**config.mk**
```make
export PLATFORM = sky130hd
export DESIGN_NAME = header_length_frame_receiver_flat
export DESIGN_NICKNAME = d
export VERILOG_FILES = /design/src/design/hlfr_pkg.sv /design/src/design/hlfr_ifs.sv /design/src/design/hlfr_front.sv /design/src/design/hlfr_desc_fifo.sv /design/src/design/hlfr_back.sv /design/src/design/header_length_frame_receiver.sv /design/src/flat_wrapper.sv
export SDC_FILE = /design/constraint.sdc
export NUM_CORES = 1
export LEC_CHECK = 0
export BUFFER_PORTS_ARGS = -buffer_cell sky130_fd_sc_hd__buf_2
export CAP_MARGIN = 20
export CORE_ASPECT_RATIO = 1.75
export CORE_MARGIN = 5
export CORE_UTILIZATION = 25
export CTS_BUF_LIST = sky130_fd_sc_hd__clkbuf_4 sky130_fd_sc_hd__clkbuf_8
export CTS_CLUSTER_DIAMETER = 200
export CTS_CLUSTER_SIZE = 8
export DETAILED_ROUTE_END_ITERATION = 10
export GPL_TIMING_DRIVEN = 0
export PLACE_DENSITY = 0.43
export SLEW_MARGIN = 20
export SYNTH_ARGS = -nofsm -noshare
export SYNTH_HDL_FRONTEND = slang
export SYNTH_SLANG_ARGS = --single-unit
```
**constraint.sdc**
```tcl
create_clock -name clk -period 4.8 [get_ports clk]
set_input_delay 0.48 -clock clk [delete_from_list [all_inputs] [get_ports clk]]
set_output_delay 0.48 -clock clk [all_outputs]
set_load 0.05 [all_outputs]
```
**src/design/hlfr_pkg.sv**
```systemverilog
`timescale 1ns / 1ps
// hlfr_pkg: shared types and constants of the header/length frame receiver.
// No dependencies; used by the interfaces and every module of the block.
package hlfr_pkg;

    localparam int BYTE_W      = 8;
    localparam int POS_W       = 5;
    localparam int CFG_IDX_W   = 8;

    // configuration register indexes
    localparam logic [CFG_IDX_W-1:0] REG_HEADER_FIRST  = 8'd0;
    localparam logic [CFG_IDX_W-1:0] REG_HEADER_SECOND = 8'd1;

    localparam logic [BYTE_W-1:0] HEADER_FIRST_RST  = 8'd85;   // 'U'
    localparam logic [BYTE_W-1:0] HEADER_SECOND_RST = 8'd73;   // 'I'

    // one finished frame handed from the front to the back
    typedef struct packed {
        logic              bank;
        logic [BYTE_W-1:0] hdr0;
        logic [BYTE_W-1:0] hdr1;
        logic [BYTE_W-1:0] length;
    } hlfr_desc_t;

    // payload write into the frame buffer
    typedef struct packed {
        logic              en;
        logic              bank;
        logic [BYTE_W-1:0] pos;
        logic [BYTE_W-1:0] data;
    } hlfr_wr_t;

endpackage

```
**src/design/hlfr_ifs.sv**
```systemverilog
`timescale 1ns / 1ps
// hlfr_ifs: valid/ready channel interfaces of the frame receiver.
// Depends on hlfr_pkg for the payload widths.
interface hlfr_byte_if import hlfr_pkg::*; ();
    logic              valid;
    logic              ready;
    logic [BYTE_W-1:0] rx_byte;

    modport source (output valid, output rx_byte, input ready);
    modport sink (input valid, input rx_byte, output ready);
endinterface

interface hlfr_frame_if import hlfr_pkg::*; ();
    logic              valid;
    logic              ready;
    logic [BYTE_W-1:0] frame_byte;
    logic [POS_W-1:0]  byte_position;
    logic              last_of_frame;

    modport source (output valid, output frame_byte, output byte_position,
                    output last_of_frame, input ready);
    modport sink (input valid, input frame_byte, input byte_position,
                  input last_of_frame, output ready);
endinterface

interface hlfr_cfg_if import hlfr_pkg::*; ();
    logic                 valid;
    logic                 ready;
    logic [CFG_IDX_W-1:0] index;
    logic [BYTE_W-1:0]    data;

    modport source (output valid, output index, output data, input ready);
    modport sink (input valid, input index, input data, output ready);
endinterface

```
**src/design/hlfr_front.sv**
```systemverilog
`timescale 1ns / 1ps
// hlfr_front: header hunt, length capture and payload writes; holds the
// header configuration registers. Depends on hlfr_pkg and hlfr_ifs.
module hlfr_front import hlfr_pkg::*; #(
    parameter int MAX_FRAME = 19
) (
    input  logic       clk,
    input  logic       rst_n,
    hlfr_byte_if.sink  rx,
    hlfr_cfg_if.sink   cfg,
    input  logic       q_full,
    output logic       push,
    output hlfr_desc_t desc,
    output hlfr_wr_t   wr
);

    localparam int CW = $clog2(MAX_FRAME + 1);

    typedef enum logic [1:0] {
        P_HUNT = 2'd0,
        P_LEN  = 2'd1,
        P_DATA = 2'd2
    } phase_t;

    phase_t            phase_reg;
    logic [BYTE_W-1:0] prev_reg;
    logic [CW-1:0]     count_reg;
    logic [BYTE_W-1:0] len_reg;
    logic [BYTE_W-1:0] hdr0_reg;
    logic [BYTE_W-1:0] hdr1_reg;
    logic              bank_reg;
    logic [BYTE_W-1:0] header_first_reg;
    logic [BYTE_W-1:0] header_second_reg;

    logic              acc;
    logic [CW-1:0]     cnt_inc;
    logic              done;

    assign rx.ready  = !q_full;
    assign cfg.ready = 1'b1;
    assign acc       = rx.valid && rx.ready;
    assign cnt_inc   = count_reg + CW'(1);
    assign done      = (phase_reg == P_DATA) && (BYTE_W'(cnt_inc) == len_reg);

    assign wr.en   = acc && (phase_reg == P_DATA);
    assign wr.bank = bank_reg;
    assign wr.pos  = BYTE_W'(count_reg);
    assign wr.data = rx.rx_byte;

    assign push        = acc && done;
    assign desc.bank   = bank_reg;
    assign desc.hdr0   = hdr0_reg;
    assign desc.hdr1   = hdr1_reg;
    assign desc.length = len_reg;

    always_ff @(posedge clk or negedge rst_n)
    begin
        if (!rst_n)
        begin
            phase_reg         <= P_HUNT;
            prev_reg          <= '0;
            count_reg         <= '0;
            len_reg           <= '0;
            hdr0_reg          <= '0;
            hdr1_reg          <= '0;
            bank_reg          <= 1'b0;
            header_first_reg  <= HEADER_FIRST_RST;
            header_second_reg <= HEADER_SECOND_RST;
        end
        else
        begin
            if (cfg.valid && cfg.ready)
            begin
                unique case (cfg.index)
                    REG_HEADER_FIRST:  header_first_reg  <= cfg.data;
                    REG_HEADER_SECOND: header_second_reg <= cfg.data;
                    default: ;
                endcase
            end
            if (acc)
            begin
                unique case (phase_reg)
                    P_LEN:
                    begin
                        len_reg   <= rx.rx_byte;
                        count_reg <= CW'(3);
                        phase_reg <= P_DATA;
                    end
                    P_DATA:
                    begin
                        count_reg <= cnt_inc;
                        if (done)
                        begin
                            phase_reg <= P_HUNT;
                            bank_reg  <= !bank_reg;
                        end
                        else if (cnt_inc >= CW'(MAX_FRAME))
                            phase_reg <= P_HUNT;   // overlong frame dropped
                    end
                    default:
                    begin
                        // prev byte only tracks while hunting
                        if (prev_reg == header_first_reg && rx.rx_byte == header_second_reg)
                        begin
                            hdr0_reg  <= prev_reg;
                            hdr1_reg  <= rx.rx_byte;
                            count_reg <= CW'(2);
                            phase_reg <= P_LEN;
                        end
                        else
                            phase_reg <= P_HUNT;
                        prev_reg <= rx.rx_byte;
                    end
                endcase
            end
        end
    end

    a_count_in_range: assert property (@(posedge clk) disable iff (!rst_n)
        (phase_reg == P_DATA) |-> (count_reg < CW'(MAX_FRAME)))
        else $error("payload count beyond frame buffer");

endmodule

```
**src/design/hlfr_desc_fifo.sv**
```systemverilog
`timescale 1ns / 1ps
// hlfr_desc_fifo: two-entry queue of finished-frame descriptors, one per
// buffer bank. Depends on hlfr_pkg.
module hlfr_desc_fifo import hlfr_pkg::*; (
    input  logic       clk,
    input  logic       rst_n,
    input  logic       push,
    input  hlfr_desc_t push_desc,
    input  logic       pop,
    output hlfr_desc_t head,
    output logic       full,
    output logic       empty
);

    hlfr_desc_t q_reg [2];
    logic       wr_ptr_reg;
    logic       rd_ptr_reg;
    logic [1:0] cnt_reg;

    assign head  = q_reg[rd_ptr_reg];
    assign full  = (cnt_reg == 2'd2);
    assign empty = (cnt_reg == 2'd0);

    always_ff @(posedge clk)
    begin
        if (push)
            q_reg[wr_ptr_reg] <= push_desc;
    end

    always_ff @(posedge clk or negedge rst_n)
    begin
        if (!rst_n)
        begin
            wr_ptr_reg <= 1'b0;
            rd_ptr_reg <= 1'b0;
            cnt_reg    <= 2'd0;
        end
        else
        begin
            if (push)
                wr_ptr_reg <= !wr_ptr_reg;
            if (pop)
                rd_ptr_reg <= !rd_ptr_reg;
            if (push && !pop)
                cnt_reg <= cnt_reg + 2'd1;
            else if (pop && !push)
                cnt_reg <= cnt_reg - 2'd1;
        end
    end

    a_no_overflow: assert property (@(posedge clk) disable iff (!rst_n)
        push |-> !full)
        else $error("descriptor push while full");

    a_no_underflow: assert property (@(posedge clk) disable iff (!rst_n)
        pop |-> !empty)
        else $error("descriptor pop while empty");

endmodule

```
**src/design/hlfr_back.sv**
```systemverilog
`timescale 1ns / 1ps
// hlfr_back: two-bank frame buffer and the byte-by-byte frame emitter.
// Depends on hlfr_pkg and hlfr_ifs.
module hlfr_back import hlfr_pkg::*; #(
    parameter int MAX_FRAME = 19
) (
    input  logic        clk,
    input  logic        rst_n,
    input  hlfr_wr_t    wr,
    input  hlfr_desc_t  head,
    input  logic        q_empty,
    output logic        pop,
    hlfr_frame_if.source frame
);

    localparam int PW    = $clog2(MAX_FRAME);
    localparam int DEPTH = 2 * MAX_FRAME;
    localparam int AW    = $clog2(DEPTH);

    typedef enum logic [1:0] {
        B_IDLE = 2'd0,
        B_READ = 2'd1,
        B_LOAD = 2'd2,
        B_SEND = 2'd3
    } state_t;

    logic [BYTE_W-1:0] mem [DEPTH];
    logic [BYTE_W-1:0] rd_data_reg;

    state_t            state_reg;
    logic [PW-1:0]     pos_reg;
    logic              valid_reg;
    logic [BYTE_W-1:0] byte_reg;
    logic [POS_W-1:0]  position_reg;
    logic              last_reg;

    logic [AW-1:0]     wr_addr;
    logic [AW-1:0]     rd_addr;
    logic [BYTE_W-1:0] pos8;
    logic [BYTE_W-1:0] sel_byte;
    logic              is_last;

    assign wr_addr = wr.bank ? AW'(MAX_FRAME) + AW'(wr.pos) : AW'(wr.pos);
    assign rd_addr = head.bank ? AW'(MAX_FRAME) + AW'(pos_reg) : AW'(pos_reg);
    assign pos8    = BYTE_W'(pos_reg);
    assign is_last = ({1'b0, pos8} + 9'd1) == {1'b0, head.length};

    // header and length come from the descriptor, payload from the buffer
    always_comb
    begin
        if (pos8 == 8'd0)
            sel_byte = head.hdr0;
        else if (pos8 == 8'd1)
            sel_byte = head.hdr1;
        else if (pos8 == 8'd2)
            sel_byte = head.length;
        else
            sel_byte = rd_data_reg;
    end

    always_ff @(posedge clk)
    begin
        if (wr.en)
            mem[wr_addr] <= wr.data;
        rd_data_reg <= mem[rd_addr];
    end

    assign pop                 = (state_reg == B_SEND) && frame.ready && last_reg;
    assign frame.valid         = valid_reg;
    assign frame.frame_byte    = byte_reg;
    assign frame.byte_position = position_reg;
    assign frame.last_of_frame = last_reg;

    always_ff @(posedge clk or negedge rst_n)
    begin
        if (!rst_n)
        begin
            state_reg    <= B_IDLE;
            pos_reg      <= '0;
            valid_reg    <= 1'b0;
            byte_reg     <= '0;
            position_reg <= '0;
            last_reg     <= 1'b0;
        end
        else
        begin
            unique case (state_reg)
                B_IDLE:
                begin
                    if (!q_empty)
                    begin
                        pos_reg   <= '0;
                        state_reg <= B_READ;
                    end
                end
                B_READ:
                    state_reg <= B_LOAD;
                B_LOAD:
                begin
                    byte_reg     <= sel_byte;
                    position_reg <= POS_W'(pos_reg);
                    last_reg     <= is_last;
                    valid_reg    <= 1'b1;
                    state_reg    <= B_SEND;
                end
                B_SEND:
                begin
                    if (frame.ready)
                    begin
                        valid_reg <= 1'b0;
                        if (last_reg)
                            state_reg <= B_IDLE;
                        else
                        begin
                            pos_reg   <= pos_reg + PW'(1);
                            state_reg <= B_READ;
                        end
                    end
                end
                default:
                    state_reg <= B_IDLE;
            endcase
        end
    end

    a_busy_has_desc: assert property (@(posedge clk) disable iff (!rst_n)
        (state_reg != B_IDLE) |-> !q_empty)
        else $error("emitter busy without a descriptor");

    a_last_ends_frame: assert property (@(posedge clk) disable iff (!rst_n)
        (frame.valid && frame.ready && frame.last_of_frame) |=> (state_reg == B_IDLE))
        else $error("emitter did not return to idle after last beat");

endmodule

```
**src/design/header_length_frame_receiver.sv**
```systemverilog
`timescale 1ns / 1ps
// header_length_frame_receiver: top level of the length-prefixed deframer.
// Depends on hlfr_pkg, hlfr_ifs, hlfr_front, hlfr_desc_fifo and hlfr_back.
//
//   port   dir   width                      what moves in one beat
//   rx     in    8                          one received byte (rx_byte)
//   cfg    in    8 index + 8 data           one header register write
//   frame  out   8 + 5 + 1                  one frame byte, position, last flag
//
// A received byte is taken whenever a buffer bank is free.
// The emitter picks up a frame from the descriptor queue, then moves each
// frame byte through buffer read, load and send, and reads the next byte
// only once the sink has taken the current one.
// Two buffer banks: the receive side stalls only while both hold frames
// not yet fully sent. Reset needs no clearing pass; the buffer is not reset.
module header_length_frame_receiver import hlfr_pkg::*; #(
    parameter int MAX_FRAME = 19
) (
    input  logic         clk,
    input  logic         rst_n,
    hlfr_byte_if.sink    rx,
    hlfr_cfg_if.sink     cfg,
    hlfr_frame_if.source frame
);

    hlfr_desc_t push_desc;
    hlfr_desc_t head;
    hlfr_wr_t   wr;
    logic       push;
    logic       pop;
    logic       q_full;
    logic       q_empty;

    hlfr_front #(
        .MAX_FRAME (MAX_FRAME)
    ) u_front (
        .clk    (clk),
        .rst_n  (rst_n),
        .rx     (rx),
        .cfg    (cfg),
        .q_full (q_full),
        .push   (push),
        .desc   (push_desc),
        .wr     (wr)
    );

    hlfr_desc_fifo u_fifo (
        .clk       (clk),
        .rst_n     (rst_n),
        .push      (push),
        .push_desc (push_desc),
        .pop       (pop),
        .head      (head),
        .full      (q_full),
        .empty     (q_empty)
    );

    hlfr_back #(
        .MAX_FRAME (MAX_FRAME)
    ) u_back (
        .clk     (clk),
        .rst_n   (rst_n),
        .wr      (wr),
        .head    (head),
        .q_empty (q_empty),
        .pop     (pop),
        .frame   (frame)
    );

endmodule
```
**src/flat_wrapper.sv**
```systemverilog
// flat-port wrapper written by rule: the top's interface ports become plain ports
module header_length_frame_receiver_flat import hlfr_pkg::*;
#(
    parameter int MAX_FRAME = 19
)
  (clk, rst_n, rx_valid, rx_rx_byte, rx_ready, cfg_valid, cfg_index, cfg_data, cfg_ready, frame_valid, frame_frame_byte, frame_byte_position, frame_last_of_frame, frame_ready);
  hlfr_byte_if rx_i ();
  hlfr_cfg_if cfg_i ();
  hlfr_frame_if frame_i ();
  input  logic clk;
  input  logic rst_n;
  input wire logic [$bits(rx_i.valid)-1:0] rx_valid;
  input wire logic [$bits(rx_i.rx_byte)-1:0] rx_rx_byte;
  output wire logic [$bits(rx_i.ready)-1:0] rx_ready;
  input wire logic [$bits(cfg_i.valid)-1:0] cfg_valid;
  input wire logic [$bits(cfg_i.index)-1:0] cfg_index;
  input wire logic [$bits(cfg_i.data)-1:0] cfg_data;
  output wire logic [$bits(cfg_i.ready)-1:0] cfg_ready;
  output wire logic [$bits(frame_i.valid)-1:0] frame_valid;
  output wire logic [$bits(frame_i.frame_byte)-1:0] frame_frame_byte;
  output wire logic [$bits(frame_i.byte_position)-1:0] frame_byte_position;
  output wire logic [$bits(frame_i.last_of_frame)-1:0] frame_last_of_frame;
  input wire logic [$bits(frame_i.ready)-1:0] frame_ready;
  assign rx_i.valid = rx_valid;
  assign rx_i.rx_byte = rx_rx_byte;
  assign rx_ready = rx_i.ready;
  assign cfg_i.valid = cfg_valid;
  assign cfg_i.index = cfg_index;
  assign cfg_i.data = cfg_data;
  assign cfg_ready = cfg_i.ready;
  assign frame_valid = frame_i.valid;
  assign frame_frame_byte = frame_i.frame_byte;
  assign frame_byte_position = frame_i.byte_position;
  assign frame_last_of_frame = frame_i.last_of_frame;
  assign frame_i.ready = frame_ready;
  header_length_frame_receiver #(.MAX_FRAME(MAX_FRAME)) u_core (.clk(clk), .rst_n(rst_n), .rx(rx_i), .cfg(cfg_i), .frame(frame_i));
endmodule
```
==> results of run 1 <==
where the power goes:
| group | switching [mW] | total, mW | internal [mW] |
|---|---|---|---|
| sequential | 0.120 | 4.44 | 4.32 |
| combinational | 3.28 | 5.03 | 1.75 |
| clock | 1.46 | 2.98 | 1.52 |
| total | 4.87 | 12.5 | 7.59 |
synth_stat cells, drive strengths merged, types with 11 or more instances:
| cell type | number |
|---|---|
| a211oi | 30 |
| mux2i | 199 |
| edfxtp | 354 |
| a221oi | 23 |
| nor3b | 11 |
| a22o | 18 |
| nand3 | 25 |
| nor2 | 88 |
| nand2 | 48 |
| xnor2 | 14 |
| o22ai | 31 |
| xor2 | 30 |
| buf | 66 |
| o221ai | 18 |
| o21ai | 49 |
| mux2 | 99 |
| ha | 15 |
| clkbuf | 31 |
| nor3 | 24 |
| mux4 | 14 |
| dfrtp | 75 |
| a22oi | 29 |
| a21oi | 30 |
routing by layer:
metal / share of wire / vias up / wire [µm]
li1: - / 5869 / -
met1: 0.33 / 6510 / 21800
met2: 0.57 / 355 / 37500
met3: 0.031 / 165 / 2050
met4: 0.066 / 2 / 4370
met5: 0.00011 / - / 7
area by class of cell:
type / instances / area [µm²]
antenna: 1 / 2.50
buffer: 97 / 510
tap: 1057 / 1320
inverter: 11 / 41.3
multi-input combinational: 897 / 7220
clock inverter: 4 / 55.1
clock buffer: 99 / 1120
sequential: 444 / 12900
timing repair buffer: 50 / 308
fill: 8239 / 58500
kinds of logic (layout without fill, tap and decap cells):
group                      count (synthesis)  count (layout)  share of synthesized area
buffers and inverters                    108             261                     0.0268
adders and majority gates                 15              15                    0.00911
and+or+nand+nor                          258             258                     0.0624
muxes                                    312             312                      0.167
other                                      1               2                   0.000182
DFF                                      444             444                      0.623
xor gates and xnor gates                  44              44                     0.0191
AOI/OAI and AO/OA                        267             267                     0.0924
stage by stage:
stage               power [mW]  utilization  instance area [µm²]  TNS [ps]  hold WS (ps)
floorplan                 7.74            -                20600         0           184
global placement          9.57        0.270                22200    -33070           445
detailed placement        9.59        0.271                22200         0           454
CTS                       12.6        0.286                23400         0          4.98
global route              13.0        0.286                23400         0          14.9
finish                    12.5        0.286                23400         0          69.8
how the worst max path moves through the flow:
| stage | start | endpoint | slack [ps] | depth (start not counted) |
|---|---|---|---|---|
| finish | u_core.u_back.pos_reg[1] | u_core.u_back.rd_data_reg[7] | 170 | 11 |
| global route | u_core.u_back.pos_reg[1] | u_core.u_back.rd_data_reg[1] | 70 | 13 |
| CTS | u_core.u_back.pos_reg[1] | u_core.u_back.rd_data_reg[7] | 160 | 11 |
| detailed placement | u_core.u_back.pos_reg[1] | u_core.u_back.rd_data_reg[2] | 190 | 13 |
| global placement | u_core.u_front.count_reg[0] | u_core.u_fifo.q_reg[0][9] | -1330 | 8 |
| floorplan | u_core.u_front.count_reg[0] | u_core.u_fifo.q_reg[0][0] | 510 | 8 |
==> impl_summary.txt, run 1 <==
----------------------------------------------------
[CTS]
  Clock Sink Count ... 444
  Post-CTS setup buffer count ... 0
  Clock input transition at the sequential cells of the worst setup and hold paths ... 70 ps
  H-Tree Depth ... 2
  CTS Buf Count ... 61
  CTS Hold Bufs ... 2
  Max Root-Sink Buffers ... 3
  Cell at the root of the clock tree ... clkbuf_8
  CTS tree ... done
  Resized Gates After CTS ... 0
  Clock insertion delay at the later pin of the skew report ... 670 ps

[Outcome]
  Outcome ... complete, no violations

[Cells and area]
  Number of flip-flops under the largest register name ... 304
  Fin nets ... 1606
  Area added between synthesis and finish ... 13.7%
  Leading cell type in the layout, fill and taps excluded ... edfxtp_1
  Top library cells by usage in the layout, fill and taps aside ... edfxtp_1, mux2i_1, mux2_2
  Filler-free cell count of the finished design ... 2660
  Ratio of cells with drive above 1 in the final layout ... 0.220

[GRT]
  Met1 track demand over resource in global routing ... 0.140
  GR Layer Usage met2 ... 0.293
  Largest net degree at the start of global routing ... 54
  Met3 GRT Util ... 0.0174
  Global route total overflow ... 0
  GR peak layer ... met2
  Wire length of the first global-routing pass ... 95000 µm
  Vias in the first global route ... 13900
  Total routing usage reported by global routing ... 0.147
  Number of antenna violations at the first check in global routing ... 2

[Logic synthesis]
  Yosys top cell by area ... edfxtp_1
  Post-synthesis instance area ... 20600 µm²
  Distinct cell type count after synthesis ... 70
  Main area contributors after synthesis ... edfxtp_1, mux2i_1, dfrtp_1
  Share of Yosys cell area claimed by the top area cell type ... 0.516
  Synthesis-stage register bit count ... 444
  Number of enable-type register cells in the synthesized netlist ... 354
  Net Count, Synth ... 1493
  Number of warning messages in the yosys log ... 0
  Seq/Total Area, Yosys ... 0.623
  Proportion of register bits with asynchronous set or reset after synthesis ... 0.185
  Cell count after synthesis ... 1449
  Prevailing post-synth register cell ... edfxtp_1
  Syn Area/Cell ... 14.2 µm²

[Floorplanning]
  Die Footprint ... 88500 µm²
  Vertical die dimension ... 390 µm
  IO Count ... 46
  Width of the die ... 227 µm
  Number of core rows ... 139
  Core Footprint ... 81900 µm²
  Initial standard-cell utilization of the core ... 0.252

[Place]
  Routability congestion estimate from global placement ... 0.901
  HPWL after detailed placement ... 46700 µm
  Placed cell count ... 2554
  Worst slack, placed ... 193 ps
  Quantity of I/O buffers inserted on ports ... 44

[Setup path]
  Crit path DAT ... 5190 ps
  Kind of start point of the critical path ... flip-flop
  CP Class ... flip-flop to flip-flop
  Number of cells on the worst reg-to-reg path ... 11
  Master of the slowest instance on the critical path ... a221oi_1
  Worst reg2reg path endpoint ... u_core.u_back.rd_data_reg[7]
  Cell type with the highest occurrence count on the critical path ... buf_2
  Required time at the endpoint of the critical path ... 5360 ps
  Startpoint of the worst-slack reg-to-reg timing path ... u_core.u_back.pos_reg[1]
  Setup slack of the most critical reg-to-reg path ... 170 ps
  Critical-path maximum fanout ... 12
  List of cells traversed by the critical path ... buf_2 -> inv_1 -> clkbuf_1 -> ha_1 -> buf_2 -> buf_2 -> clkbuf_1 -> o22ai_1 -> a221oi_1 -> a32oi_1 -> o221ai_1
  Kind of end point of the critical path ... flip-flop
  Delay contributed by the slowest stage of the critical path ... 810 ps
  Family with the most delay on the worst path ... buffers and inverters
  Combined buffer and inverter count along the critical path ... 6

[Power]
  Worst ir drop on vdd ... 317 µV
  Leakage power of the design ... 8.12 nW
  Power density over cell area ... 531 nW/µm²

[Route]
  Initial DRC Count ... 560
  Total wire length after detailed routing ... 65700 µm
  Post-DR wirelength/cell ... 24.7 µm
  Number of remaining DRC errors ... 0
  Post-route ant nets ... 0
  Total number of vias ... 12900
  First drt pass iteration count ... 6
  Via density per instance ... 4.85

[STA]
  Pins Over Slew Limit ... 0
  Worst relative slew slack ... 0.256
  Minimum clock period ... 4630 ps
  Post-route worst setup slack ... 169 ps
  Worst Clk Skew ... 28.6 ps
  Maximum operating frequency ... 216 MHz
  Final setup vio count ... 0
  RSZ-0062 raised after global routing ... no
  Tightest Pin Transition ... 1110 ps
  Portion of the clock cycle consumed by the worst path in the final layout ... 0.965
  Final Hold Vio Count ... 0

[Min path]
  Launch point of the worst hold path ... frame_ready
  Number of instances on the worst hold path ... 2
  Class of the worst hold path ... input port to flip-flop
  End of the worst hold path ... u_core.u_back.frame.valid

[Flow run]
  Number of maximum-capacitance violations ... 0

----------------------------------------------------
Note: power is estimated with default switching activity, not from simulation.
==> run 2, diff against run 1 <==
Settings changed: CTS_BUF_LIST sky130_fd_sc_hd__clkbuf_4 sky130_fd_sc_hd__clkbuf_8 to sky130_fd_sc_hd__clkbuf_4.
==> run 2 against run 1 <==
Critical path depth is 2 higher. Register-to-register slack worse by 60 ps. First-iteration DRC count is 14% higher. Non-clock buffer count is 9 higher. Count of clock-buffer cells in the layout stayed put. Sequential share of layout area is 0.60 points higher. Highest routed layer is now met4. Largest power group unchanged. Worst hold slack better by 54 ps. Critical path type unchanged. Die area stayed put.
==> impl_summary.txt, run 2 (synthesis results as in run 1) <==
----------------------------------------------------
[Outcome]
  Outcome ... complete, no violations

[Cells and area]
  Fin nets ... 1615 (+0.56%)
  Fin util ... 0.283 (-0.00309)
  Number of flip-flops under the largest register name ... 304 (unchanged)
  Count of fill cells added during filler insertion ... 8267 (+0.34%)
  Filler-free cell count of the finished design ... 2669 (+0.34%)
  Leading cell type in the layout, fill and taps excluded ... edfxtp_1
  Area added between synthesis and finish ... 12.5%
  Final instance area ... 23200 µm² (-1.1%)
  Top library cells by usage in the layout, fill and taps aside ... edfxtp_1, mux2i_1, clkbuf_4
  Ratio of cells with drive above 1 in the final layout ... 0.218 (-0.00123)
  Sequential cell area ... 12900 µm² (unchanged)
  Multi-input logic area ... 7220 µm² (unchanged)

[GRT]
  Number of antenna violations at the first check in global routing ... 2 (unchanged)
  Vias in the first global route ... 13900 (-0.22%)
  Global route total overflow ... 0 (unchanged)
  Largest net degree at the start of global routing ... 54 (unchanged)
  Total routing usage reported by global routing ... 0.146 (-0.000430)
  Wire length of the first global-routing pass ... 94700 µm (-0.27%)

[STA]
  Tightest Pin Transition ... 1070 ps (-40.4 ps)
  Final setup vio count ... 0 (unchanged)
  Pins Over Slew Limit ... 0 (unchanged)
  Setup_tns ... 0 ps (unchanged)
  Maximum operating frequency ... 213 MHz (-1.2%)
  Portion of the clock cycle consumed by the worst path in the final layout ... 0.977 (+0.0118)
  Worst Clk Skew ... 50.2 ps (+21.6 ps)
  Final Hold Vio Count ... 0 (unchanged)
  Worst relative slew slack ... 0.283 (+0.0270)
  Post-route worst setup slack ... 112 ps (-56.8 ps)
  Minimum clock period ... 4690 ps (+56.8 ps)
  Worst hold margin ... 123 ps (+53.6 ps)
  RSZ-0062 raised after global routing ... no

[Route]
  Total number of vias ... 13000 (+0.47%)
  Initial DRC Count ... 636 (+14%)
  Via density per instance ... 4.86 (+0.13%)
  Total wire length after detailed routing ... 65600 µm (-0.23%)
  First drt pass iteration count ... 5 (-1)
  Number of remaining DRC errors ... 0 (unchanged)
  Post-route ant nets ... 0 (unchanged)
  Post-DR wirelength/cell ... 24.6 µm (-0.56%)

[Power]
  Sequential share of power ... 0.372 (+0.016)
  Part of the power in the clock network ... 0.206 (-0.034)
  Combinational power share ... 0.422 (+0.018)
  Power spent charging and discharging nets ... 4.78 mW (-1.8%)
  Switching Share ... 0.401 (+0.0101)
  Worst ir drop on vdd ... 287 µV (-9.4%)
  Power density over cell area ... 514 nW/µm² (-3.2%)
  Final Power ... 11.9 mW (-4.2%)
  Leakage power of the design ... 8.02 nW (-1.2%)
  Cell-internal power ... 7.14 mW (-5.8%)

[Setup path]
  Startpoint of the worst-slack reg-to-reg timing path ... u_core.u_back.pos_reg[1]
  Cell type with the highest occurrence count on the critical path ... buf_2
  Delay contributed by the slowest stage of the critical path ... 580 ps (-230 ps)
  Master of the slowest instance on the critical path ... clkbuf_1
  Combined buffer and inverter count along the critical path ... 6 (unchanged)
  Critical-path maximum fanout ... 12 (unchanged)
  CP Class ... flip-flop to flip-flop
  Setup slack of the most critical reg-to-reg path ... 110 ps (-60 ps)
  Kind of end point of the critical path ... flip-flop
  Number of cells on the worst reg-to-reg path ... 13 (+2)
  List of cells traversed by the critical path ... buf_2 -> inv_1 -> clkbuf_1 -> ha_1 -> buf_2 -> buf_2 -> clkbuf_1 -> mux2i_1 -> nand2_1 -> nand3_1 -> o21ai_0 -> a221oi_1 -> o221ai_1
  Worst reg2reg path endpoint ... u_core.u_back.rd_data_reg[1]
  Required time at the endpoint of the critical path ... 5480 ps (+120 ps)
  Crit path DAT ... 5370 ps (+180 ps)
  Kind of start point of the critical path ... flip-flop
  Family with the most delay on the worst path ... buffers and inverters

[CTS]
  H-Tree Depth ... 2 (unchanged)
  Clock input transition at the sequential cells of the worst setup and hold paths ... 110 ps (+40 ps)
  Clock Sink Count ... 444 (unchanged)
  Resized Gates After CTS ... 0 (unchanged)
  Max Root-Sink Buffers ... 3 (unchanged)
  CTS Buf Count ... 61 (unchanged)
  Cell at the root of the clock tree ... clkbuf_4
  CTS tree ... done
  Post-CTS setup buffer count ... 0 (unchanged)
  Clock insertion delay at the later pin of the skew report ... 830 ps (+160 ps)
  CTS Hold Bufs ... 11 (+9)

[Flow run]
  Number of maximum-capacitance violations ... 0 (unchanged)

[Floorplanning]
  Core Footprint ... 81900 µm² (unchanged)
  Number of core rows ... 139 (unchanged)
  Width of the die ... 227 µm (unchanged)
  Initial standard-cell utilization of the core ... 0.252 (unchanged)
  IO Count ... 46 (unchanged)
  Vertical die dimension ... 390 µm (unchanged)
  Die Footprint ... 88500 µm² (unchanged)

[Min path]
  Class of the worst hold path ... input port to asynchronous set/reset pin

[Place]
  HPWL after detailed placement ... 46700 µm (unchanged)
  Routability congestion estimate from global placement ... 0.901 (unchanged)
  Quantity of I/O buffers inserted on ports ... 44 (unchanged)
  Placed cell count ... 2554 (unchanged)
  Worst slack, placed ... 193 ps (unchanged)
  Instance area at placement ... 22200 µm² (unchanged)

----------------------------------------------------
==> run 2: cell count changes in the layout (fill, tap and decap cells not counted) <==
cell	change
bufinv_16	+2
clkbuf_4	+61
clkbuf_8	-61
clkinvlp_4	-1
dlygate4sd3_1	+9
inv_2	+1
inv_6	-2
==> run 2: layout make-up <==
cell class,instances,area share
clock inverter,4,0.00405
clock buffer,99,0.0321
sequential,444,0.554
inverter,11,0.00178
timing repair buffer,59,0.0172
tap,1057,0.0570
buffer,97,0.0220
multi-input combinational,897,0.311
antenna,1,0.000108
==> run 2: metal layers <==
layer | track usage | wire length (µm)
met1 | 0.140 | 22000
met2 | 0.293 | 37400
met3 | 0.0159 | 1950
met4 | 0.0852 | 4230
met5 | 0 | 0
==> run 2: power by group through the flow <==
| stage | combinational (mW) | clock (mW) | sequential (mW) |
|---|---|---|---|
| 2_1_floorplan | 3.08 | 0 | 4.65 |
| 3_3_place_gp | 5.05 | 0 | 4.52 |
| 3_5_place_dp | 5.07 | 0 | 4.52 |
| 4_1_cts | 5.10 | 2.56 | 4.43 |
| 5_1_grt | 5.35 | 2.71 | 4.45 |
| 6_report | 5.04 | 2.45 | 4.43 |
==> run 2: worst max path at each step <==
stage,startpoint,slack [ps],cells past startpoint,end
after floorplan,u_core.u_front.count_reg[0],510,8,u_core.u_fifo.q_reg[0][0]
final,u_core.u_back.pos_reg[1],110,13,u_core.u_back.rd_data_reg[1]
after CTS,u_core.u_back.pos_reg[1],150,11,u_core.u_back.rd_data_reg[7]
after global placement,u_core.u_front.count_reg[0],-1330,8,u_core.u_fifo.q_reg[0][9]
after global routing,u_core.u_back.pos_reg[1],70,13,u_core.u_back.rd_data_reg[2]
after detailed placement,u_core.u_back.pos_reg[1],190,13,u_core.u_back.rd_data_reg[2]
==> run 3, diff against run 2 <==
Settings changed: CORE_MARGIN 5 to default, SETUP_SLACK_MARGIN from default to 0.3.
Clock period 4.8 ns to 5.4 ns, I/O delays scaled along.
==> run 3 against run 2 <==
Worst hold slack better by 14 ps. Sequential power is 11% lower. Power is 12% lower. Clock skew is 43 ps higher. Cell count hardly changed. Cell area is 0.13% higher. Die area is 5.5% lower. Sequential share of layout area is 0.072 points lower. Clock power is 12% lower.
==> impl_summary.txt, run 3 (synthesis results as in run 1) <==
----------------------------------------------------
[GRT]
  Wire length of the first global-routing pass ... 95000 µm (+0.33%)
  GR Layer Usage met2 ... 0.317 (+0.0237)
  Largest net degree at the start of global routing ... 66 (+22%)
  Number of antenna violations at the first check in global routing ... 2 (unchanged)
  GR peak layer ... met2
  Total routing usage reported by global routing ... 0.159 (+0.0121)
  Global route total overflow ... 0 (unchanged)
  Met3 GRT Util ... 0.0222 (+0.00636)
  Met1 track demand over resource in global routing ... 0.151 (+0.0114)
  Vias in the first global route ... 13700 (-1.4%)

[Place]
  Quantity of I/O buffers inserted on ports ... 44 (unchanged)
  HPWL after detailed placement ... 46700 µm (about the same)
  Routability congestion estimate from global placement ... 0.921 (+2.3%)

[Route]
  Post-DR wirelength/cell ... 24.5 µm (-0.22%)
  Via density per instance ... 4.83 (-0.52%)
  Number of remaining DRC errors ... 0 (unchanged)
  Total number of vias ... 12900 (-0.45%)
  Initial DRC Count ... 649 (+2.0%)
  First drt pass iteration count ... 7 (+2)
  Post-route ant nets ... 0 (unchanged)
  Total wire length after detailed routing ... 65500 µm (-0.15%)

[Min path]
  End of the worst hold path ... u_core.u_back.mem[2][0]
  Class of the worst hold path ... input port to flip-flop
  Number of instances on the worst hold path ... 1
  Launch point of the worst hold path ... rx_rx_byte[0]

[Power]
  Worst ir drop on vdd ... 301 µV (+4.8%)
  Power spent charging and discharging nets ... 4.26 mW (-11%)
  Part of the power in the clock network ... 0.204 (-0.002)
  Switching Share ... 0.404 (+0.00271)
  Leakage power of the design ... 8.03 nW (+0.14%)
  Cell-internal power ... 6.29 mW (-12%)
  Power density over cell area ... 455 nW/µm² (-12%)
  Combinational power share ... 0.423 (about the same)
  Sequential share of power ... 0.373 (about the same)
  Final Power ... 10.6 mW (-12%)

[Setup path]
  Setup slack of the most critical reg-to-reg path ... 660 ps (+550 ps)
  Worst reg2reg path endpoint ... u_core.u_back.rd_data_reg[7]
  Startpoint of the worst-slack reg-to-reg timing path ... u_core.u_back.pos_reg[1]
  Crit path DAT ... 5470 ps (+100 ps)
  Number of cells on the worst reg-to-reg path ... 11 (-2)
  CP Class ... flip-flop to flip-flop
  Kind of end point of the critical path ... flip-flop
  Required time at the endpoint of the critical path ... 6140 ps (+660 ps)
  Critical-path maximum fanout ... 12 (unchanged)
  Kind of start point of the critical path ... flip-flop

[Floorplanning]
  Width of the die ... 219 µm (-3.5%)
  Vertical die dimension ... 382 µm (-2.1%)
  Die Footprint ... 83600 µm² (-5.5%)
  Initial standard-cell utilization of the core ... 0.252 (unchanged)
  Core Footprint ... 81900 µm² (unchanged)
  Number of core rows ... 139 (unchanged)
  IO Count ... 46 (unchanged)

[STA]
  RSZ-0062 raised after global routing ... no
  Minimum clock period ... 4740 ps (+47.9 ps)
  Worst Clk Skew ... 93.2 ps (+43.0 ps)
  Portion of the clock cycle consumed by the worst path in the final layout ... 0.877 (-0.0997)
  Tightest Pin Transition ... 1120 ps (+44.5 ps)
  Worst hold margin ... 138 ps (+14.3 ps)
  Worst relative slew slack ... 0.253 (-0.0298)
  Final Hold Vio Count ... 0 (unchanged)
  Pins Over Slew Limit ... 0 (unchanged)
  Setup_tns ... 0 ps (unchanged)
  Maximum operating frequency ... 211 MHz (-1.0%)
  Final setup vio count ... 0 (unchanged)

[Cells and area]
  Count of fill cells added during filler insertion ... 8344 (+0.93%)
  Number of flip-flops under the largest register name ... 304 (unchanged)
  Leading cell type in the layout, fill and taps excluded ... edfxtp_1
  Fin nets ... 1620 (+0.31%)
  Area added between synthesis and finish ... 12.6%
  Top library cells by usage in the layout, fill and taps aside ... edfxtp_1, mux2i_1, mux2_2, clkbuf_4, nor2_1
  Ratio of cells with drive above 1 in the final layout ... 0.218 (-0.000891)

[CTS]
  Clock input transition at the sequential cells of the worst setup and hold paths ... 120 ps (about the same)
  CTS tree ... done
  Clock Sink Count ... 444 (unchanged)
  Clock insertion delay at the later pin of the skew report ... 930 ps (+100 ps)
  H-Tree Depth ... 2 (unchanged)
  Max Root-Sink Buffers ... 3 (unchanged)
  CTS Buf Count ... 61 (unchanged)
  Cell at the root of the clock tree ... clkbuf_4

[Flow run]
  Number of maximum-capacitance violations ... 0 (unchanged)

[Outcome]
  Outcome ... complete, no violations

----------------------------------------------------
[run 3: timing repair]
action,CTS,global route
hold endpoints to repair,93,0
resized for setup,0,0
hold buffers,13,0
setup buffers,0,0
[run 3: how the worst max path moves through the flow]
| stage | startpoint | endpoint | slack (ps) |
|---|---|---|---|
| floorplan | u_core.u_front.count_reg[0] | u_core.u_fifo.q_reg[0][0] | 1110 |
| global placement | u_core.u_front.count_reg[0] | u_core.u_fifo.q_reg[0][9] | -790 |
| detailed placement | u_core.u_back.pos_reg[1] | u_core.u_back.rd_data_reg[7] | 840 |
| CTS | u_core.u_back.pos_reg[1] | u_core.u_back.rd_data_reg[7] | 760 |
| global route | u_core.u_back.pos_reg[1] | u_core.u_back.rd_data_reg[7] | 510 |
| finish | u_core.u_back.pos_reg[1] | u_core.u_back.rd_data_reg[7] | 660 |
[run 3: layout make-up]
type,count,area (µm²),area share
diodes,1,2.50,0.000108
flip-flops and latches,444,12900,0.554
plain buffers,97,510,0.0220
multi-input cells,897,7220,0.311
clock inverters,2,60.1,0.00259
inverters,11,41.3,0.00178
well taps,1057,1320,0.0570
repair buffers,64,472,0.0203
clock buffers,98,736,0.0317
[run 3: power groups by stage]
stage	clock, mW	sequential (mW)	combinational, mW
global route	2.34	3.96	4.77
CTS	2.24	3.94	4.52
global placement	0	4.02	4.47
finish	2.15	3.94	4.46
floorplan	0	4.13	2.74
detailed placement	0	4.02	4.50
[run 3: per-stage QoR]
step / cell area (µm²) / instances / util / setup WS, ps
finish: 23200 / 2671 / 0.283 / 664
global route: 23200 / 2671 / 0.283 / 506
CTS: 23200 / 2669 / 0.283 / 756
detailed placement: 22300 / 2556 / 0.272 / 840
global placement: 22200 / 2550 / 0.270 / -786
floorplan: 20600 / 1449 / - / 1110
[run 3: critical path, cell delays in order (launching register included)]
cell,delay (ps)
dfrtp_1,520
buf_2,400
inv_1,100
clkbuf_1,380
ha_1,430
buf_2,330
buf_2,430
clkbuf_1,530
o22ai_1,130
a221oi_1,810
a32oi_1,160
o221ai_1,300
[run 3: per-layer routing]
layer | part of all wire | routed length [µm]
met1 | 0.34 | 22000
met5 | 0.00020 | 13
met2 | 0.57 | 37700
met4 | 0.055 | 3600
met3 | 0.034 | 2210
